$ cat src/hdl/pwag_pkg.sv
`timescale 1ns / 1ps
package pwag_pkg;

    // default geometry
    localparam int IMG_WIDTH_DEF  = 2048;
    localparam int IMG_HEIGHT_DEF = 2048;
    localparam int BANDS_DEF      = 3;
    localparam int ZOOM_SHIFT_DEF = 1;

    localparam logic [63:0] ONE_Q40 = 64'h0000_0100_0000_0000;

    // quotient bits produced by the divider
    localparam int QBITS = 17;

    typedef enum logic [2:0] {
        CFG_A11 = 3'd0,
        CFG_A12 = 3'd1,
        CFG_A13 = 3'd2,
        CFG_A21 = 3'd3,
        CFG_A22 = 3'd4,
        CFG_A23 = 3'd5,
        CFG_A31 = 3'd6,
        CFG_A32 = 3'd7
    } cfg_idx_t;

    typedef struct packed {
        logic signed [39:0] map_x;
        logic signed [39:0] map_y;
        logic [1:0]         band_sel;
    } in_item_t;

    typedef struct packed {
        logic        in_image;
        logic [10:0] src_col;
        logic [10:0] src_row;
        logic [23:0] src_addr;
        logic        denom_zero;
    } out_item_t;

    // classified item handed from front to back
    typedef struct packed {
        logic [39:0] xm;
        logic        xn;
        logic [39:0] ym;
        logic        yn;
        logic [1:0]  band;
    } fq_item_t;

    typedef struct packed {
        logic signed [63:0] a11;
        logic signed [63:0] a12;
        logic signed [63:0] a13;
        logic signed [63:0] a21;
        logic signed [63:0] a22;
        logic signed [63:0] a23;
        logic signed [63:0] a31;
        logic signed [63:0] a32;
    } coef_set_t;

endpackage

$ cat src/hdl/pwag_front.sv
`timescale 1ns / 1ps
module pwag_front #(
    parameter int BANDS = pwag_pkg::BANDS_DEF
) (
    input  pwag_pkg::in_item_t item,
    output pwag_pkg::fq_item_t cls
);
    import pwag_pkg::*;

    always_comb
    begin
        cls.xn = item.map_x[39];
        cls.yn = item.map_y[39];
        cls.xm = item.map_x[39] ? (~item.map_x + 40'd1) : item.map_x;
        cls.ym = item.map_y[39] ? (~item.map_y + 40'd1) : item.map_y;
        // saturate band to the last one present
        if (5'(item.band_sel) >= 5'(BANDS))
        begin
            cls.band = 2'(BANDS - 1);
        end
        else
        begin
            cls.band = item.band_sel;
        end
    end

endmodule

$ cat config.mk
export PLATFORM = sky130hd
export DESIGN_NAME = pwag_front
export DESIGN_NICKNAME = d
export VERILOG_FILES = /design/src/hdl/pwag_pkg.sv /design/src/hdl/pwag_front.sv
export SDC_FILE = /design/constraint.sdc
export NUM_CORES = 1
export LEC_CHECK = 0
export ABC_AREA = 1
export BUFFER_PORTS_ARGS = -buffer_cell sky130_fd_sc_hd__buf_2
export CAP_MARGIN = 20
export CORE_MARGIN = 4
export CORE_UTILIZATION = 49
export DETAILED_ROUTE_END_ITERATION = 6
export GPL_ROUTABILITY_DRIVEN = 0
export PLACE_DENSITY = 0.94
export SYNTH_ARGS = -nofsm -noshare
export SYNTH_HDL_FRONTEND = slang
export SYNTH_SLANG_ARGS = --single-unit
$ cat constraint.sdc
create_clock -name vclk -period 4.6
set_input_delay 0.92 -clock vclk [all_inputs]
set_output_delay 0.92 -clock vclk [all_outputs]
set_load 0.03 [all_outputs]
==> results.cfg <==
[global_route]
grt.busiest_layer = met2
grt_use_met3_pct = 3.77
antenna_found_initial = 0
use_met1_pct = 29.8
grt_max_degree = 36
overflow = 0
grt_pass1_wl_mm = 15.0
gr-usage-all-layers_pct = 27.0
grtUsageMet2_pct = 51.1
grt_pass1_vias = 3714

[floorplanning]
core-area_um2 = 5170
rows = 26
ioPinCount = 166
die_area_um2 = 6620
die_w_um = 81.4
die_y_um = 81.4
start_util_pct = 51.0

[place]
portBuffers = 166
place_ws_ns = 1.28
post-dp-hpwl_mm = 8.26

[final_layout]
final_layout_size_suffix_gt1_share_pct = 30.3
num_antenna_cells = 0
nNetsFinal = 775
nFlopsAndLatches = 0
regArea_um2 = 0
clkbuf_count = 0
area_delta_synth_final_pct = 31.6

[yosys]
ys_types = 28
syn-instance-count = 535
synth_xor_area_share_pct = 13.6
syn_area_per_cell_um2 = 4.93
synth_simple_gate_area_share_pct = 67.4
ys_seq_area_share_pct = 0
synth_area_um2 = 2640
ys_warn_count = 0
synthMuxAreaShare_pct = 0
synth_nets = 619
synth_compound_area_share_pct = 6.83
synth_fa_ha_area_share_pct = 0.949
synth_top_family_by_area = simple AND/OR/NAND/NOR gates

[power_and_ir_drop]
switching_share_pct = 70.5
leakagePower_nw = 1.93
power_frac_clock_pct = 0
p_sw_mw = 0.314
internal_power_mw = 0.131
totalPowerFinal_mw = 0.445
powerDensity_nw_per_um2 = 128
vdd_drop_max_v = 0.0000955
combPwrFrac_pct = 100.0
pwr-share-seq_pct = 0

[drt]
wl_per_cell_um = 12.7
vias = 4054
ant_nets = 0
viasPerCell = 5.34
routed_wl_mm = 9.61
firstDrtPassIters = 7
drcViolationCount = 0
drtIter0Drc = 331

[timing]
min_period_ns = 3.38
rsz0062_at_grt = no
relSlewSlack_pct = 55.4
finalSetupViolations = 0
max_freq_mhz = 296
setup_tns_ns = 0
period_share_pct = 73.5
worstMarginPinSlew_ns = 0.669
worst_slack_ns = 1.22
finalHoldViolations = 0
slew_violations = 0

[critical_path]
crit_path_cell_trace = buf_2 -> inv_2 -> o21ai_2 -> nor2_4 -> nand3_1 -> nand2_1 -> nand2_1 -> buf_2
critPathLaunch = item[41]
critPathKind = in -> out
end_kind = primary output
worstPathArrival_ns = 2.46
cp_max_fo = 33
cpMaxStageDelayCell = buf_2
crit_required_ns = 3.68
cpPeakStageDelay_ns = 0.52
setup.worst_path.start_class = primary input
crit_path_end = cls[33]

[clock_tree]
cts.hold.buffers_added = 0
cts_setup_buffers = 0
cts_resized = 0

[worst_hold_path]
hp-class = in -> out

[flow_run]
maxCapViolCount = 0

[run_status]
status = complete, no violations
==> cell usage in the layout (no fill, tap or decap), types with 7 or more instances in the layout <==
cell and count:
xnor2_1 17, nor2_4 7, buf_2 166, nand4_1 22, xor2_1 22, inv_1 54
nand2_1 184, o21ai_0 16, nor2_2 12, nand3_1 51, nor2_1 99
==> logic make-up (layout without fill, tap and decap cells) <==
kind of cell | Yosys count | in the layout
and+or+nand+nor | 393 | 393
xor gates and xnor gates | 40 | 40
buffers and inverters | 69 | 223
adders and majority gates | 2 | 2
AOI/OAI and AO/OA | 31 | 31
==> cell usage after synthesis <==
library cell,number,area (um^2)
nand2_1,184,691
nor2_1,99,372
inv_1,54,203
nand3_1,51,255
nand4_1,22,138
xor2_1,22,193
xnor2_1,17,149
o21ai_0,16,80.1
nor2_2,12,75.1
nor2_4,7,78.8
nand2_2,6,37.5
o21ai_1,6,30.0
o21ai_2,6,52.6
buf_4,5,37.5
buf_2,4,20.0
nand2_4,4,45.0
inv_2,3,11.3
a21oi_1,2,10.0
buf_6,2,22.5
ha_1,2,25.0
nand3_2,2,20.0
nand3b_1,2,15.0
nor3_1,2,10.0
clkbuf_1,1,3.75
nand3b_4,1,20.0
nor2_8,1,20.0
o211ai_1,1,7.51
xor2_2,1,16.3
==> area by class of cell <==
cell class         instances  area, um^2
multi-input cells        466        2340
well taps                 70        87.6
repair buffers           166         831
fillers                  477        1700
inverters                 57         214
==> how the worst min path moves through the flow <==
stage | start | endpoint | depth (start not counted)
CTS | item[2] | cls[3] | 2
global placement | item[1] | cls[1] | 2
floorplan | item[1] | cls[0] | 1
finish | item[2] | cls[3] | 2
detailed placement | item[1] | cls[1] | 2
global route | item[1] | cls[1] | 2
==> power groups by stage <==
stage	combinational (mW)	sequential, mW	clock [mW]
floorplan	0.295	0	0
global placement	0.433	0	0
detailed placement	0.441	0	0
CTS	0.442	0	0
global route	0.479	0	0
finish	0.445	0	0
==> critical path, delay by kind of cell <==
kind            cells  cell delay [ns]
simple gates        4             0.31
buf+inv             3             0.94
compound gates      1             0.28
==> layer usage <==
metal  part of all wire (%)  vias up
li1                       -     1999
met3                    9.9       44
met4                    3.2        0
met2                     50      234
met1                     37     1777
met5                      0        -
==> per-stage QoR <==
| stage | instances | hold WS [ns] | cell area [um^2] | utilization, % |
|---|---|---|---|---|
| after floorplan | 535 | 1.95 | 2640 | - |
| after global placement | 759 | 2.11 | 3470 | 67.1 |
| after detailed placement | 759 | 2.11 | 3470 | 67.1 |
| after CTS | 759 | 2.11 | 3470 | 67.1 |
| after global routing | 759 | 2.11 | 3470 | 67.1 |
| final | 759 | 2.11 | 3470 | 67.1 |
Power figures use the tool's default switching activity.
