<file path="config.mk">
export PLATFORM = sky130hd
export DESIGN_NAME = pwag_queue
export DESIGN_NICKNAME = d
export VERILOG_FILES = /design/src/hdl/pwag_pkg.sv /design/src/hdl/pwag_queue.sv
export SDC_FILE = /design/constraint.sdc
export NUM_CORES = 1
export LEC_CHECK = 0
export BUFFER_PORTS_ARGS = -buffer_cell sky130_fd_sc_hd__clkbuf_2
export CORE_UTILIZATION = 50
export CTS_CLUSTER_SIZE = 30
export DETAILED_ROUTE_END_ITERATION = 10
export GPL_ROUTABILITY_DRIVEN = 0
export PLACE_DENSITY = 0.7
export SYNTH_ARGS = -nofsm -noshare
export SYNTH_HDL_FRONTEND = slang
export SYNTH_SLANG_ARGS = --single-unit
</file>
<file path="constraint.sdc">
create_clock -name clk -period 4.7 [get_ports clk]
set_input_delay 0.94 -clock clk [delete_from_list [all_inputs] [get_ports clk]]
set_output_delay 0.94 -clock clk [all_outputs]
set_load 0.005 [all_outputs]
</file>
<file path="src/hdl/pwag_pkg.sv">
`timescale 1ns / 1ps
package pwag_pkg;

    // default geometry
    localparam int IMG_WIDTH_DEF  = 2048;
    localparam int IMG_HEIGHT_DEF = 2048;
    localparam int BANDS_DEF      = 3;
    localparam int ZOOM_SHIFT_DEF = 1;

    localparam logic [63:0] ONE_Q40 = 64'h0000_0100_0000_0000;

    // quotient bits produced by the divider
    localparam int QBITS = 17;

    typedef enum logic [2:0] {
        CFG_A11 = 3'd0,
        CFG_A12 = 3'd1,
        CFG_A13 = 3'd2,
        CFG_A21 = 3'd3,
        CFG_A22 = 3'd4,
        CFG_A23 = 3'd5,
        CFG_A31 = 3'd6,
        CFG_A32 = 3'd7
    } cfg_idx_t;

    typedef struct packed {
        logic signed [39:0] map_x;
        logic signed [39:0] map_y;
        logic [1:0]         band_sel;
    } in_item_t;

    typedef struct packed {
        logic        in_image;
        logic [10:0] src_col;
        logic [10:0] src_row;
        logic [23:0] src_addr;
        logic        denom_zero;
    } out_item_t;

    // classified item handed from front to back
    typedef struct packed {
        logic [39:0] xm;
        logic        xn;
        logic [39:0] ym;
        logic        yn;
        logic [1:0]  band;
    } fq_item_t;

    typedef struct packed {
        logic signed [63:0] a11;
        logic signed [63:0] a12;
        logic signed [63:0] a13;
        logic signed [63:0] a21;
        logic signed [63:0] a22;
        logic signed [63:0] a23;
        logic signed [63:0] a31;
        logic signed [63:0] a32;
    } coef_set_t;

endpackage

</file>
<file path="src/hdl/pwag_queue.sv">
`timescale 1ns / 1ps
module pwag_queue (
    input  logic               clk,
    input  logic               rst_n,
    input  logic               push,
    input  pwag_pkg::fq_item_t wdata,
    output logic               full,
    input  logic               pop,
    output logic               avail,
    output pwag_pkg::fq_item_t rdata
);
    import pwag_pkg::*;

    localparam int QD = 4;
    localparam int PTRW = $clog2(QD);

    fq_item_t          mem_reg [0:QD-1];
    logic [PTRW-1:0]   wp_reg, rp_reg;
    logic [PTRW:0]     cnt_reg, cnt_next;

    assign full  = (cnt_reg == (PTRW+1)'(QD));
    assign avail = (cnt_reg != '0);
    assign rdata = mem_reg[rp_reg];

    always_comb
    begin
        cnt_next = cnt_reg;
        if (push && !pop)
        begin
            cnt_next = cnt_reg + 1'b1;
        end
        else if (pop && !push)
        begin
            cnt_next = cnt_reg - 1'b1;
        end
    end

    always_ff @(posedge clk or negedge rst_n)
    begin
        if (!rst_n)
        begin
            wp_reg  <= '0;
            rp_reg  <= '0;
            cnt_reg <= '0;
        end
        else
        begin
            cnt_reg <= cnt_next;
            if (push)
            begin
                wp_reg <= wp_reg + 1'b1;
            end
            if (pop)
            begin
                rp_reg <= rp_reg + 1'b1;
            end
        end
    end

    always_ff @(posedge clk)
    begin
        if (push)
        begin
            mem_reg[wp_reg] <= wdata;
        end
    end

endmodule

</file>
==> flow_metrics.py <==
metrics = {
    "critical_path": {
        "reg2regPathDepth": 4,
        "crit_path_max_fanout": 30,
        "r2r-end": "mem_reg[2][8]",
        "crit_type": "flip-flop to primary output",
        "startpoint_type": "flip-flop",
        "crit_slowest_cell": "dfrtp_4",
        "crit_end": "rdata[80]",
        "crit_path_max_incr_delay_ns": 0.82,
        "cp.arrival_ns": 2.49,
        "regToRegSetupSlack_ns": 2.56,
        "worstPathCellList": "buf_4, mux4_2, clkbuf_2",
        "cp.required_ns": 3.76,
        "endpoint_kind": "primary output",
        "crit_family": "flip-flops",
        "critical_path_depth": 3,
        "crit_buf_inv": 2,
        "worstReg2RegStart": "wp_reg[0]",
        "startpoint": "rp_reg[0]",
    },
    "timing": {
        "finalHoldViolCount": 0,
        "rsz0062_at_grt": "no",
        "finalSetupTns_ns": 0,
        "drv_slew": 0,
        "max_freq_mhz": 291,
        "setup_violations": 0,
        "finalWorstSetupSlack_ns": 1.27,
        "slew-limit-headroom_pct": 35.5,
        "whs_ns": 0.271,
        "period_minus_slack_ns": 3.43,
        "finClkSkew_ns": 0.00924,
        "post-route-period-util_pct": 73.0,
        "tightest_slew_ns": 0.967,
    },
    "global_routing": {
        "grt-busiest-layer": "met2",
        "grt_pass1_vias": 6171,
        "globalRouteMet1Util_pct": 23.1,
        "grt_pass1_wl_mm": 35.1,
        "gr-usage-met3_pct": 4.42,
        "antenna_found_initial": 0,
        "grt_max_degree": 65,
        "grt_usage_pct": 18.1,
        "use_met2_pct": 30.9,
        "gr-total-overflow": 0,
    },
    "synthesis": {
        "synthArstFlopShare_pct": 2.04,
        "yosysUniqueCellTypes": 20,
        "ys_seq_area_share_pct": 81.8,
        "synth_edf_count": 336,
        "syn-instance-count": 473,
        "synth_ff_type": "edfxtp_1",
        "synth_fp_nets": 567,
        "netlist_area_um2": 12600,
        "ys_ff_latch": 343,
        "synth_top_family_by_area": "multiplexers",
        "synth_warnings": 0,
        "yosys.area_share.simple_pct": 0.399,
        "muxShareOfSynthArea_pct": 15.2,
        "syn_area_per_cell_um2": 26.5,
        "synth_xor_area_share_pct": 0.419,
        "synthAdderAreaFrac_pct": 0.658,
        "synth-compound-area-share_pct": 0.0399,
    },
    "clock_network": {
        "cts_tree": "yes",
        "insertion_delay_ns": 0.51,
        "post_cts_buffers": 0,
        "h-tree-depth": 2,
        "clk_path_buf_depth": 3,
        "cts_hold_buf": 0,
        "cts.sink_count": 343,
        "clk_pin_slew_ns": 0.06,
        "numCtsBuffers": 35,
        "cts_resized": 0,
        "root_buffer": "clkbuf_16",
    },
    "cells_and_area": {
        "fin_util_pct": 60.5,
        "synthToLayoutAreaGrowth_pct": 17.9,
        "multi_input_area_um2": 2100,
        "layout_commonest_cell": "edfxtp_1",
        "stdcell_area_um2": 14800,
        "fillCellCount": 1725,
        "nets": 770,
        "regArea_um2": 10300,
        "drive_gt1_share_pct": 46.2,
        "fin_cells": 1027,
        "largest_reg_flops": 336,
        "insertedDiodeCount": 0,
        "mostFrequentLayoutCells": "edfxtp_1, clkbuf_2, mux4_2",
    },
    "route": {
        "via_count": 5563,
        "drt_iter0_drc": 371,
        "ant_nets": 0,
        "drtPass1Iterations": 4,
        "routedWlPerCell_um": 21.7,
        "route.detailed.drc": 0,
        "wl_mm": 22.3,
        "via_per_inst": 5.42,
    },
    "pwr": {
        "p_total_mw": 9.07,
        "p_leak_nw": 5.11,
        "vdd_drop_max_mv": 0.425,
        "powerDensity_nw_per_um2": 612,
        "power.switching_mw": 2.47,
        "clockPowerShare_pct": 27.6,
        "comb_power_share_pct": 24.6,
        "seq_power_share_pct": 47.8,
        "switching_share_pct": 27.3,
        "intPower_mw": 6.60,
    },
    "placement": {
        "placed_cells": 963,
        "portBuffers": 173,
        "dpl_worst_slack_ns": 1.73,
        "placed_cell_area_um2": 13800,
        "hpwlAfterDp_mm": 13.7,
    },
    "floorplanning": {
        "dieArea_um2": 25700,
        "core_area_um2": 24500,
        "initial_core_util_pct": 51.3,
        "die_w_um": 160,
        "rows": 57,
        "die_y_um": 160,
        "num_io_pins": 174,
    },
    "outcome": {
        "status": "finished clean",
    },
    "run": {
        "cap_violations": 0,
    },
    "min_path": {
        "hold_path.class": "input pin to asynchronous set/reset pin",
    },
}
[layout make-up]
class | instances | area share, %
clock buffer | 44 | 6.29
inverter | 4 | 0.101
sequential | 343 | 69.4
multi-input combinational | 107 | 14.2
clock inverter | 20 | 0.769
tap | 324 | 2.74
timing repair buffer | 185 | 6.54
[per-layer routing]
layer | part of all wire (%) | wire (µm) | vias to the layer above
li1 | - | - | 2445
met1 | 40 | 8830 | 2916
met3 | 6.0 | 1340 | 36
met2 | 52 | 11700 | 166
met5 | 0 | 0 | -
met4 | 2.1 | 459 | 0
[Yosys cell counts (2+ instances only)]
cell type,instances,area [µm²]
xnor2_1,2,17.5
inv_1,4,15.0
ha_1,5,62.6
nand2_1,2,7.51
and2_1,4,25.0
buf_2,6,30.0
buf_1,3,11.3
edfxtp_1,336,10100
buf_4,4,30.0
dfrtp_1,7,175
mux4_2,84,1890
buf_12,5,100
xor2_1,4,35.0
[worst min path at each step]
stage          startpoint    endpoint  slack, ns  cells after the start
3_3_place_gp   cnt_reg[2]  cnt_reg[2]       0.46                      1
5_1_grt             rst_n  cnt_reg[1]       0.27                      1
6_report            rst_n  cnt_reg[1]       0.27                      1
3_5_place_dp   cnt_reg[2]  cnt_reg[2]       0.49                      1
2_1_floorplan  cnt_reg[2]  cnt_reg[2]       0.45                      1
4_1_cts             rst_n   rp_reg[0]       0.25                      1
[kinds of logic (layout without fill, tap and decap cells)]
kind of cell               count (synthesis)  after routing
AOI/OAI and AO/OA                          1              1
xor gates and xnor gates                   6              6
adders and majority gates                  6              6
buffers and inverters                     23            253
DFF                                      343            343
muxes                                     85             85
and+or+nand+nor                            9              9
[power by group through the flow]
| stage | logic (mW) | clock network, mW | registers, mW |
|---|---|---|---|
| 2_1_floorplan | 1.62 | 0 | 4.19 |
| 3_3_place_gp | 2.25 | 0 | 4.36 |
| 3_5_place_dp | 2.30 | 0 | 4.41 |
| 4_1_cts | 2.30 | 2.57 | 4.35 |
| 5_1_grt | 2.42 | 2.70 | 4.39 |
| 6_report | 2.23 | 2.50 | 4.33 |
No activity file was read; power rests on OpenSTA's default activity.
